### src/sab_pkg.sv
// Shared types and constants for the stage schedule ahead/behind tracker.
package sab_pkg;

    // Default table depth.
    localparam int MAX_SEGMENTS_DEF = 64;

    // Field widths.
    localparam int LEN_W   = 32;
    localparam int SPD_W   = 40;
    localparam int TIME_W  = 40;
    localparam int ACT_W   = 40;
    localparam int CUR_W   = 7;
    localparam int IDX_W   = 6;
    localparam int SIU_W   = 7;
    localparam int AHEAD_W = 48;
    localparam int STAT_W  = 3;

    // Stream payload widths, padded to whole bytes.
    localparam int IN_DATA_W  = 168;
    localparam int OUT_DATA_W = 56;

    // Arithmetic widths.
    localparam int NUM_W  = 64;
    localparam int LENC_W = 38;
    localparam int D_W    = 42;
    localparam int TC_W   = 62;

    localparam logic [21:0] MS_PER_HOUR = 22'd3600000;
    localparam logic [NUM_W-1:0] CLAMP61 = 64'h2000_0000_0000_0000;
    localparam logic signed [63:0] OUT_MAX = 64'sh0000_7FFF_FFFF_FFFF;
    localparam logic signed [63:0] OUT_MIN = -64'sh0000_8000_0000_0000;

    // Result status codes.
    typedef enum logic [STAT_W-1:0] {
        STAT_OK        = 3'd0,
        STAT_NO_SEG    = 3'd1,
        STAT_NO_ELAPSE = 3'd2,
        STAT_HOLE      = 3'd3,
        STAT_NO_SPEED  = 3'd4,
        STAT_BEYOND    = 3'd5
    } t_status;

    // Item kinds.
    typedef enum logic {
        MODE_LOAD  = 1'b0,
        MODE_QUERY = 1'b1
    } t_mode;

    // Controller states.
    typedef enum logic [3:0] {
        ST_IDLE,
        ST_LOAD,
        ST_CHECK,
        ST_READ,
        ST_LATCH,
        ST_EVAL,
        ST_NEXT,
        ST_MUL_LO,
        ST_MUL_HI,
        ST_DIV_GO,
        ST_DIV_WAIT,
        ST_ACC,
        ST_POST,
        ST_FIN,
        ST_DONE
    } t_state;

    // Commands from the controller to the datapath.
    typedef struct packed {
        logic    capture;
        logic    load_wr;
        logic    rd;
        logic    latch;
        logic    mul_lo;
        logic    mul_hi;
        logic    div_go;
        logic    acc;
        logic    post;
        logic    fin;
        logic    idx_inc;
        logic    final_sel;
        logic    set_status;
        t_status status;
        logic    out_load;
    } t_cmd;

    // Status from the datapath to the controller.
    typedef struct packed {
        logic mode;
        logic cur_neg;
        logic n_zero;
        logic elapsed_pos;
        logic spd_zero;
        logic len_zero;
        logic idx_lt_cur;
        logic is_last;
        logic cur_ge_n;
        logic vcur_zero;
        logic div_done;
        logic out_free;
    } t_flags;

endpackage

### src/sab_ctrl.sv
// Controller state machine sequencing loads, the segment walk and the final sum.
module sab_ctrl (
    input  logic             i_clk,
    input  logic             i_rst_n,
    input  logic             i_in_valid,
    output logic             o_in_ready,
    input  sab_pkg::t_flags  i_flags,
    output sab_pkg::t_cmd    o_cmd
);

    sab_pkg::t_state r_state;
    sab_pkg::t_state n_state;
    logic            r_final;
    logic            n_final;
    logic            accept;

    assign o_in_ready = (r_state == sab_pkg::ST_IDLE);
    assign accept     = i_in_valid && o_in_ready;

    // State register.
    always_ff @(posedge i_clk) begin
        if (!i_rst_n) begin
            r_state <= sab_pkg::ST_IDLE;
            r_final <= 1'b0;
        end else begin
            r_state <= n_state;
            r_final <= n_final;
        end
    end

    // Next state.
    always_comb begin
        n_state = r_state;
        n_final = r_final;
        case (r_state)
            sab_pkg::ST_IDLE: begin
                if (accept) begin
                    n_final = 1'b0;
                    n_state = (i_flags.mode == sab_pkg::MODE_QUERY) ? sab_pkg::ST_CHECK
                                                                   : sab_pkg::ST_LOAD;
                end
            end
            sab_pkg::ST_LOAD:  n_state = sab_pkg::ST_DONE;
            sab_pkg::ST_CHECK: begin
                if (i_flags.cur_neg || i_flags.n_zero || !i_flags.elapsed_pos) begin
                    n_state = sab_pkg::ST_DONE;
                end else begin
                    n_state = sab_pkg::ST_READ;
                end
            end
            sab_pkg::ST_READ:  n_state = sab_pkg::ST_LATCH;
            sab_pkg::ST_LATCH: n_state = sab_pkg::ST_EVAL;
            sab_pkg::ST_EVAL: begin
                if (i_flags.spd_zero) begin
                    n_state = i_flags.len_zero ? sab_pkg::ST_NEXT : sab_pkg::ST_DONE;
                end else if (i_flags.idx_lt_cur) begin
                    n_state = sab_pkg::ST_MUL_LO;
                end else begin
                    n_state = sab_pkg::ST_NEXT;
                end
            end
            sab_pkg::ST_NEXT: begin
                n_state = i_flags.is_last ? sab_pkg::ST_POST : sab_pkg::ST_READ;
            end
            sab_pkg::ST_MUL_LO:  n_state = sab_pkg::ST_MUL_HI;
            sab_pkg::ST_MUL_HI:  n_state = sab_pkg::ST_DIV_GO;
            sab_pkg::ST_DIV_GO:  n_state = sab_pkg::ST_DIV_WAIT;
            sab_pkg::ST_DIV_WAIT: begin
                if (i_flags.div_done) begin
                    n_state = r_final ? sab_pkg::ST_FIN : sab_pkg::ST_ACC;
                end
            end
            sab_pkg::ST_ACC: n_state = sab_pkg::ST_NEXT;
            sab_pkg::ST_POST: begin
                if (i_flags.cur_ge_n || i_flags.vcur_zero) begin
                    n_state = sab_pkg::ST_DONE;
                end else begin
                    n_final = 1'b1;
                    n_state = sab_pkg::ST_MUL_LO;
                end
            end
            sab_pkg::ST_FIN:  n_state = sab_pkg::ST_DONE;
            sab_pkg::ST_DONE: begin
                if (i_flags.out_free) begin
                    n_state = sab_pkg::ST_IDLE;
                end
            end
            default: n_state = sab_pkg::ST_IDLE;
        endcase
    end

    // Commands for the datapath.
    always_comb begin
        o_cmd           = '0;
        o_cmd.status    = sab_pkg::STAT_OK;
        o_cmd.final_sel = r_final;
        case (r_state)
            sab_pkg::ST_IDLE: o_cmd.capture = accept;
            sab_pkg::ST_LOAD: begin
                o_cmd.load_wr    = 1'b1;
                o_cmd.set_status = 1'b1;
            end
            sab_pkg::ST_CHECK: begin
                if (i_flags.cur_neg || i_flags.n_zero) begin
                    o_cmd.set_status = 1'b1;
                    o_cmd.status     = sab_pkg::STAT_NO_SEG;
                end else if (!i_flags.elapsed_pos) begin
                    o_cmd.set_status = 1'b1;
                    o_cmd.status     = sab_pkg::STAT_NO_ELAPSE;
                end
            end
            sab_pkg::ST_READ:  o_cmd.rd = 1'b1;
            sab_pkg::ST_LATCH: o_cmd.latch = 1'b1;
            sab_pkg::ST_EVAL: begin
                if (i_flags.spd_zero && !i_flags.len_zero) begin
                    o_cmd.set_status = 1'b1;
                    o_cmd.status     = sab_pkg::STAT_HOLE;
                end
            end
            sab_pkg::ST_NEXT:   o_cmd.idx_inc = !i_flags.is_last;
            sab_pkg::ST_MUL_LO: o_cmd.mul_lo = 1'b1;
            sab_pkg::ST_MUL_HI: o_cmd.mul_hi = 1'b1;
            sab_pkg::ST_DIV_GO: o_cmd.div_go = 1'b1;
            sab_pkg::ST_DIV_WAIT: begin
            end
            sab_pkg::ST_ACC: o_cmd.acc = 1'b1;
            sab_pkg::ST_POST: begin
                o_cmd.post = 1'b1;
                if (i_flags.cur_ge_n) begin
                    o_cmd.set_status = 1'b1;
                    o_cmd.status     = sab_pkg::STAT_BEYOND;
                end else if (i_flags.vcur_zero) begin
                    o_cmd.set_status = 1'b1;
                    o_cmd.status     = sab_pkg::STAT_NO_SPEED;
                end
            end
            sab_pkg::ST_FIN:  o_cmd.fin = 1'b1;
            sab_pkg::ST_DONE: o_cmd.out_load = i_flags.out_free;
            default: begin
            end
        endcase
    end

endmodule

### config.mk
export PLATFORM = sky130hd
export DESIGN_NAME = sab_ctrl
export DESIGN_NICKNAME = d
export VERILOG_FILES = /design/src/sab_pkg.sv /design/src/sab_ctrl.sv
export SDC_FILE = /design/constraint.sdc
export NUM_CORES = 1
export LEC_CHECK = 0
export ABC_AREA = 0
export BUFFER_PORTS_ARGS = -buffer_cell sky130_fd_sc_hd__buf_2
export CORE_MARGIN = 2
export CORE_UTILIZATION = 35
export CTS_CLUSTER_DIAMETER = 150
export CTS_CLUSTER_SIZE = 14
export DETAILED_ROUTE_END_ITERATION = 12
export PLACE_DENSITY = 0.69
export SLEW_MARGIN = 20
export SYNTH_ARGS = -nofsm -noshare
export SYNTH_HDL_FRONTEND = slang
export SYNTH_SLANG_ARGS = --single-unit
### constraint.sdc
create_clock -name i_clk -period 1.6 [get_ports i_clk]
set_input_delay 0.16 -clock i_clk [delete_from_list [all_inputs] [get_ports i_clk]]
set_output_delay 0.16 -clock i_clk [all_outputs]
set_load 0.03 [all_outputs]
# Yosys cells after proc, flatten, opt, wreduce, memory -nomap -nowiden
# Index checks and enable logic that the tools add are counted.
classes:
  mux: 34
  reduce_logical: 13
  n_eq_ne: 18
ops:
  columns: ["operator", "n"]
  rows:
  - ["case mux 4 bit (14 select lines)", 1]
  - ["two-way mux 4 bit", 13]
  - ["== test 4 bit (second input constant)", 7]
  - ["== test 4 x 3 -> 1 bit (second input constant)", 4]
  - ["two-way mux 1 bit", 15]
  - ["case mux 3 bit (3 select lines)", 1]
  - ["== test 4 x 2 -> 1 bit (second input constant)", 2]
  - ["!= test 2 bit (second input constant)", 3]
  - ["AND reduction 3 bit", 2]
  - ["== test 4 x 1 -> 1 bit (second input constant)", 1]
  - ["logical NOT 4 bit", 1]
  - ["case mux 1 bit (4 select lines)", 1]
  - ["logical NOT 1 bit", 3]
  - ["logical OR 1 bit", 3]
  - ["two-way mux 3 bit", 1]
  - ["logical AND 1 bit", 2]
  - ["two-way mux 2 bit", 1]
  - ["!= test 2 x 1 -> 1 bit (second input constant)", 1]
  - ["case mux 1 bit (2 select lines)", 1]
  - ["nonzero test 2 bit", 1]
  - ["OR reduction 2 bit", 1]
word_totals:
  in_bits: 15
  elab_cells: 67
  output_inout_bits: 18
  ff_bits: 5

# Depth between registers and ports, before layout
# Gate-level depths: netlist of the first run.
depth:
  depth_word: 4
  depth_mapped: 5
  ltp_nobuf: 4

# Worst setup path before layout of the first run
# No wires, ideal clock.
synth_timing:
  path_kind: "register -> output"
  start: "register r_state[2]"
  end: "output o_cmd[4] in the netlist's numbering"
  t_required_ns: 1.440
  slack_ns: -0.629
  path_buffers: 1
  stages_incl_launch_ff: 6
  t_arrival_ns: 2.069
  path_cell_list: "dfxtp_1 > buf_2 > nand2_1 > nor4_1 > a211oi_1 > nand2b_1"
synth_lines:
  columns: ["element", "line_no", "text"]
  rows:
  - ["start, declared", "sab_ctrl.sv:11", "sab_pkg::t_state r_state;"]
  - ["start signal, assigned", "sab_ctrl.sv:23", "r_state <= sab_pkg::ST_IDLE;"]
  - ["start signal, assigned", "sab_ctrl.sv:26", "r_state <= n_state;"]
  - ["end, declared", "sab_ctrl.sv:8", "output sab_pkg::t_cmd o_cmd"]

==> flow_summary.toml, run 1 <==
[clock_network]
ctsHoldBuffers = 0
clock-root-buffer = "clkbuf_4"
clk_latency_ns = 0.25
cts_buffers = 3
cts_tree = "done"
h-tree-depth = 1
clkTransAtPathRegs_ns = 0.04
clock_sink_count = 5
clock_path_buffers = 2

[floorplanning]
ios = 33
die-area_sq_um = 2170
core_sq_um = 1710
start_util = 0.371
die_h_um = 46.5
fp-row-count = 15
die_x_um = 46.5

[logic_synthesis]
synth_mux_area_frac = 0.0474
synth.area.top_cells = "dfxtp_1 16%, nand2b_1 7.9%, nor3_1 7.9%, nor2_1 7.1%, buf_4 5.9%"
synth-xor-area-share = 0
syn-num-nets = 105
synthMostInstantiatedCell = "nor2_1"
yosys_warnings = 0
synthesis.instances = 90
yosys_most_used_dff = "dfxtp_1"
synth_edf_count = 0
synth_top_area_frac = 0.158
synth_top_family_by_area = "simple AND/OR/NAND/NOR gates"
ys_ff_latch = 5
synth_commonest_cells = "12 x nor2_1, 10 x nor3_1, 8 x nand2b_1"
ys_seq_area_frac = 0.158
synth_fa_ha_area_frac = 0
synth_compound_area_frac = 0.253
synth-simple-area-share = 0.429
yosys.area.top_type = "dfxtp_1"
syn_area_sq_um = 633
postSynthAreaPerCell_sq_um = 7.03
synth.distinct_cells = 35
synthArstFlopShare = 0

[routing]
totalWireLength_um = 2130
drtAntennaViolNets = 0
num_vias = 843
wire_per_inst_um = 13.6
first_pass_iters = 4
viasPerCell = 5.40
drt_iter0_markers = 20
drc = 0

[grt]
grt_max_degree = 16
first_global_vias = 767
grt-ovfl-total = 0
grt_use_total = 0.211
grt_pass1_wl_um = 3310
antenna_found_initial = 0

[timing]
whs_ns = 0.180
setup_viol = 1
fin_crit_sh = 1.00
rsz0062_at_grt = "true"
tightest_slew_ns = 0.326
relSlewSlack = 0.781
fin_skew_ns = 0.00336
min_period_ns = 1.60
timing.final.ws_setup_ns = -0.00146
slew_viol_final = 0
hold_viol_final = 0
fmax_ghz = 0.624

[placed_design]
dpl_cell_area_sq_um = 865
hpwl_um = 1500
portBuffers = 32
place_congestion = 0.847

[final_layout]
n_fill_cell = 159
multi_input_area_sq_um = 548
register_area_sq_um = 113
drive_gt1_frac = 0.527
antennaDiodeCount = 0
nNetsFinal = 147
syn2layout_area_growth_pct = 65.8
final_cell_area_sq_um = 1050

[run_status]
status = "finished with violations"
violations = "negative setup slack"

[worst_setup_path]
end_kind = "output port"
cp.arrival_ns = 1.44
worstPathMaxFanout = 5
cp-start-kind = "register"
path_class = "register to output port"
required_ns = 1.44

[hold_path]
min_path_type = "input pin to register"

[power_and_ir_drop]
cellLeakagePower_uw = 0.000471
vdd_drop_max_mv = 1.02
power_density_nw_per_um2 = 2030

[job]
maxCapViolCount = 0
## critical path, stage by stage, from the launching register on
cell      delay (ns)
dfxtp_2         0.41
nand2b_2        0.23
nor3_4          0.06
a211oi_2        0.23
nand2b_1        0.11
buf_6           0.15
## cell type report
type                       count  area share
inverter                       4      0.0143
timing repair buffer          46       0.302
clock buffer                   4      0.0250
sequential                     5       0.107
tap                           25      0.0298
multi-input combinational     72       0.522
## sequential cells by signal, summed over array words and instances (netlist names)
signal and count:
r_final 1, r_state 4
## routing by layer
layer,global-route usage,part of all wire,routed length (um),up-vias
met5,0,0,0,-
met4,0.0343,0.0099,21,0
met3,0.0588,0.054,115,4
met2,0.378,0.52,1100,31
met1,0.252,0.42,895,395
li1,-,-,-,413
## stage by stage
step                      worst slack, ns  utilization  setup TNS, ns  std cells  total power (uW)
after CTS                        0.000801        0.564              0        150              1900
after detailed placement            0.147        0.506              0        146              1600
after global placement              0.149        0.506              0        146              1580
after global routing              -0.0619        0.615         -0.137        156              2280
after floorplan                   -0.0585            -        -0.0585         90              1270
final                            -0.00146        0.615       -0.00146        156              2130
## final timing paths
kind | start | end | slack [ns] | depth (start not counted)
worst min register to register | r_final | r_final | 0.50 | 2
worst min-delay path | i_rst_n | r_state[0] | 0.18 | 3
worst max register to register | r_state[2] | r_state[1] | 0.12 | 6
worst max-delay path | r_state[0] | o_cmd[4] | -0.001 | 5
## cell families (layout without fill, tap and decap cells)
kind of cell,count (synthesis),in the layout
mux,3,3
compound gates,21,21
flops,5,5
buf+inv,13,54
simple gates,48,48
## power breakdown
part / switching [uW] / internal, uW
logic: 916 / 764
clock network: 55.1 / 94.5
registers: 101 / 197
total: 1070 / 1060
## layout by cell type, fill, tap and decap left out, types with 2 or more instances in the layout
cell type	count
a221oi_1	2
a32oi_1	2
buf_2	27
buf_4	12
buf_6	5
clkbuf_4	3
dfxtp_4	3
inv_1	4
mux2i_1	3
nand2_1	4
nand2b_1	5
nand2b_4	2
nand3b_1	2
nor2_1	12
nor3_1	6
nor3_2	3
nor4_1	2
nor4_4	2
o21ai_0	5
## repair_timing
action                                  4_1_cts  5_1_grt
resized for setup                            19       13
pin swaps                                     3        4
setup buffers                                 0        6
endpoints found under the setup margin        4        9
Note: power is estimated with default switching activity, not from simulation.
==> run 2: changes to the inputs <==
CORE_ASPECT_RATIO = 0.75   (was unset)
==> flow_summary.toml, run 2 (same netlist as run 1, synthesis figures left out) <==
[hold_path]
hold_end = "r_state[0]"
hold_start = "i_rst_n"
holdPathStages = 3
min_path_type = "input pin to register"

[grt]
grt_max_degree = 14
grt_pass1_wl_um = 2780
antenna_found_initial = 0
grt_use_total = 0.174
first_global_vias = 665
grt-ovfl-total = 0

[placed_design]
place_congestion = 0.862
portBuffers = 32
hpwl_um = 1570

[timing]
whs_ns = 0.196
fin_skew_ns = 0.00213
relSlewSlack = 0.805
setup_viol = 0
min_period_ns = 1.54
fin_crit_sh = 0.960
tightest_slew_ns = 0.290
fmax_ghz = 0.651
tns_ns = 0
rsz0062_at_grt = "true"
hold_viol_final = 0
slew_viol_final = 0

[final_layout]
final_cell_mix = "27 x buf_2, 15 x buf_4, 12 x nor2_1"
n_fill_cell = 180
largest_reg_flops = 4
postLayoutCoreUtil = 0.577
drive_gt1_frac = 0.496
antennaDiodeCount = 0
reg_top3 = "r_state: 4 flops, r_final: 1 flops"
nNetsFinal = 147
max_flop_register = "r_state"
layout_commonest_cell = "buf_2"
syn2layout_area_growth_pct = 57.1

[worst_setup_path]
r2r_cells = 7
regToRegStartpoint = "r_state[2]"
r2r_slack_ns = 0.13
slowest_delay_ns = 0.38
cp.arrival_ns = 1.38
worstPathMaxFanout = 5
crit_path_cell_trace = "nand2_2 > nor4_4 > a211oi_2 > nand2b_1 > buf_6"
path_class = "register to output port"
required_ns = 1.44
worst_r2r_endpoint = "r_state[3]"
cp-start-kind = "register"
crit_slowest_cell = "dfxtp_2"
end_kind = "output port"

[power_and_ir_drop]
vdd_drop_max_mv = 1.00
cellLeakagePower_uw = 0.000458
power_density_nw_per_um2 = 2040

[job]
maxCapViolCount = 0

[routing]
viasPerCell = 5.49
drt_iter0_markers = 8
drc = 0
drtAntennaViolNets = 0
totalWireLength_um = 1940
wire_per_inst_um = 12.7
first_pass_iters = 4
num_vias = 840

[clock_network]
clock-root-buffer = "clkbuf_4"
h-tree-depth = 1
cts_buffers = 3
clkTransAtPathRegs_ns = 0.04
clock_path_buffers = 2
cts_tree = "done"
clock_sink_count = 5
clk_latency_ns = 0.24
ctsHoldBuffers = 0

[floorplanning]
start_util = 0.367
core_sq_um = 1720
die_h_um = 40.8
die-area_sq_um = 2170
die_x_um = 53.1
fp-row-count = 13
ios = 33

[run_status]
status = "completed"
## run 2: changes by cell type in the layout (fill, tap and decap cells not counted), sizes merged
| cell | previous run | this run |
|---|---|---|
| buf | 46 | 44 |
| clkbuf | 4 | 6 |
## run 2: routing by layer
layer / up-vias / wire length [um] / track usage
li1: 412 / - / -
met2: 36 / 892 / 0.306
met1: 392 / 906 / 0.238
met5: - / 0 / 0
met4: 0 / 0 / 0.0385
met3: 0 / 137 / 0.0109
## run 2: report_power, final
part,internal (uW),switching [uW]
logic,731,925
clock network,94.1,47.9
registers,179,55.9
## run 2: worst max-delay path by stage
stage / cells after the start / end / slack, ns / from
3_5_place_dp: 5 / o_cmd[4] / 0.09 / i_flags[9]
2_1_floorplan: 4 / o_cmd[4] / -0.06 / r_state[1]
6_report: 5 / o_cmd[4] / 0.06 / r_state[2]
3_3_place_gp: 5 / o_cmd[4] / 0.20 / i_flags[9]
5_1_grt: 5 / o_cmd[4] / -0.008 / r_state[1]
4_1_cts: 4 / o_cmd[1] / 0.01 / r_state[3]
## run 2: per-stage QoR
step	instances	total power [uW]	setup slack, ns	instance area [sq um]
CTS	153	1940	0.0109	962
finish	153	2030	0.0642	995
detailed placement	147	1660	0.0929	891
global placement	147	1640	0.196	891
global route	153	2170	-0.00775	995
floorplan	90	1270	-0.0585	669
## run 2: final cells by class
type | instances | area, sq um | share of cell area
tap | 22 | 27.5 | 0.0277
multi-input combinational | 72 | 538 | 0.541
sequential | 5 | 103 | 0.103
inverter | 4 | 15.0 | 0.0151
timing repair buffer | 46 | 285 | 0.287
clock buffer | 4 | 26.3 | 0.0264
## run 2: worst max-delay path, delay by kind of cell (launching register included)
family / cells / cell delay [ns]
and+or+nand+nor: 3 / 0.52
DFF: 1 / 0.38
buffers and inverters: 1 / 0.13
AOI/OAI and AO/OA: 1 / 0.10
## run 2: repair_timing
action / CTS / global route
pin swaps: 1 / 3
setup endpoints to repair: 3 / 7
buffers inserted: 2 / 0
resized for setup: 6 / 14
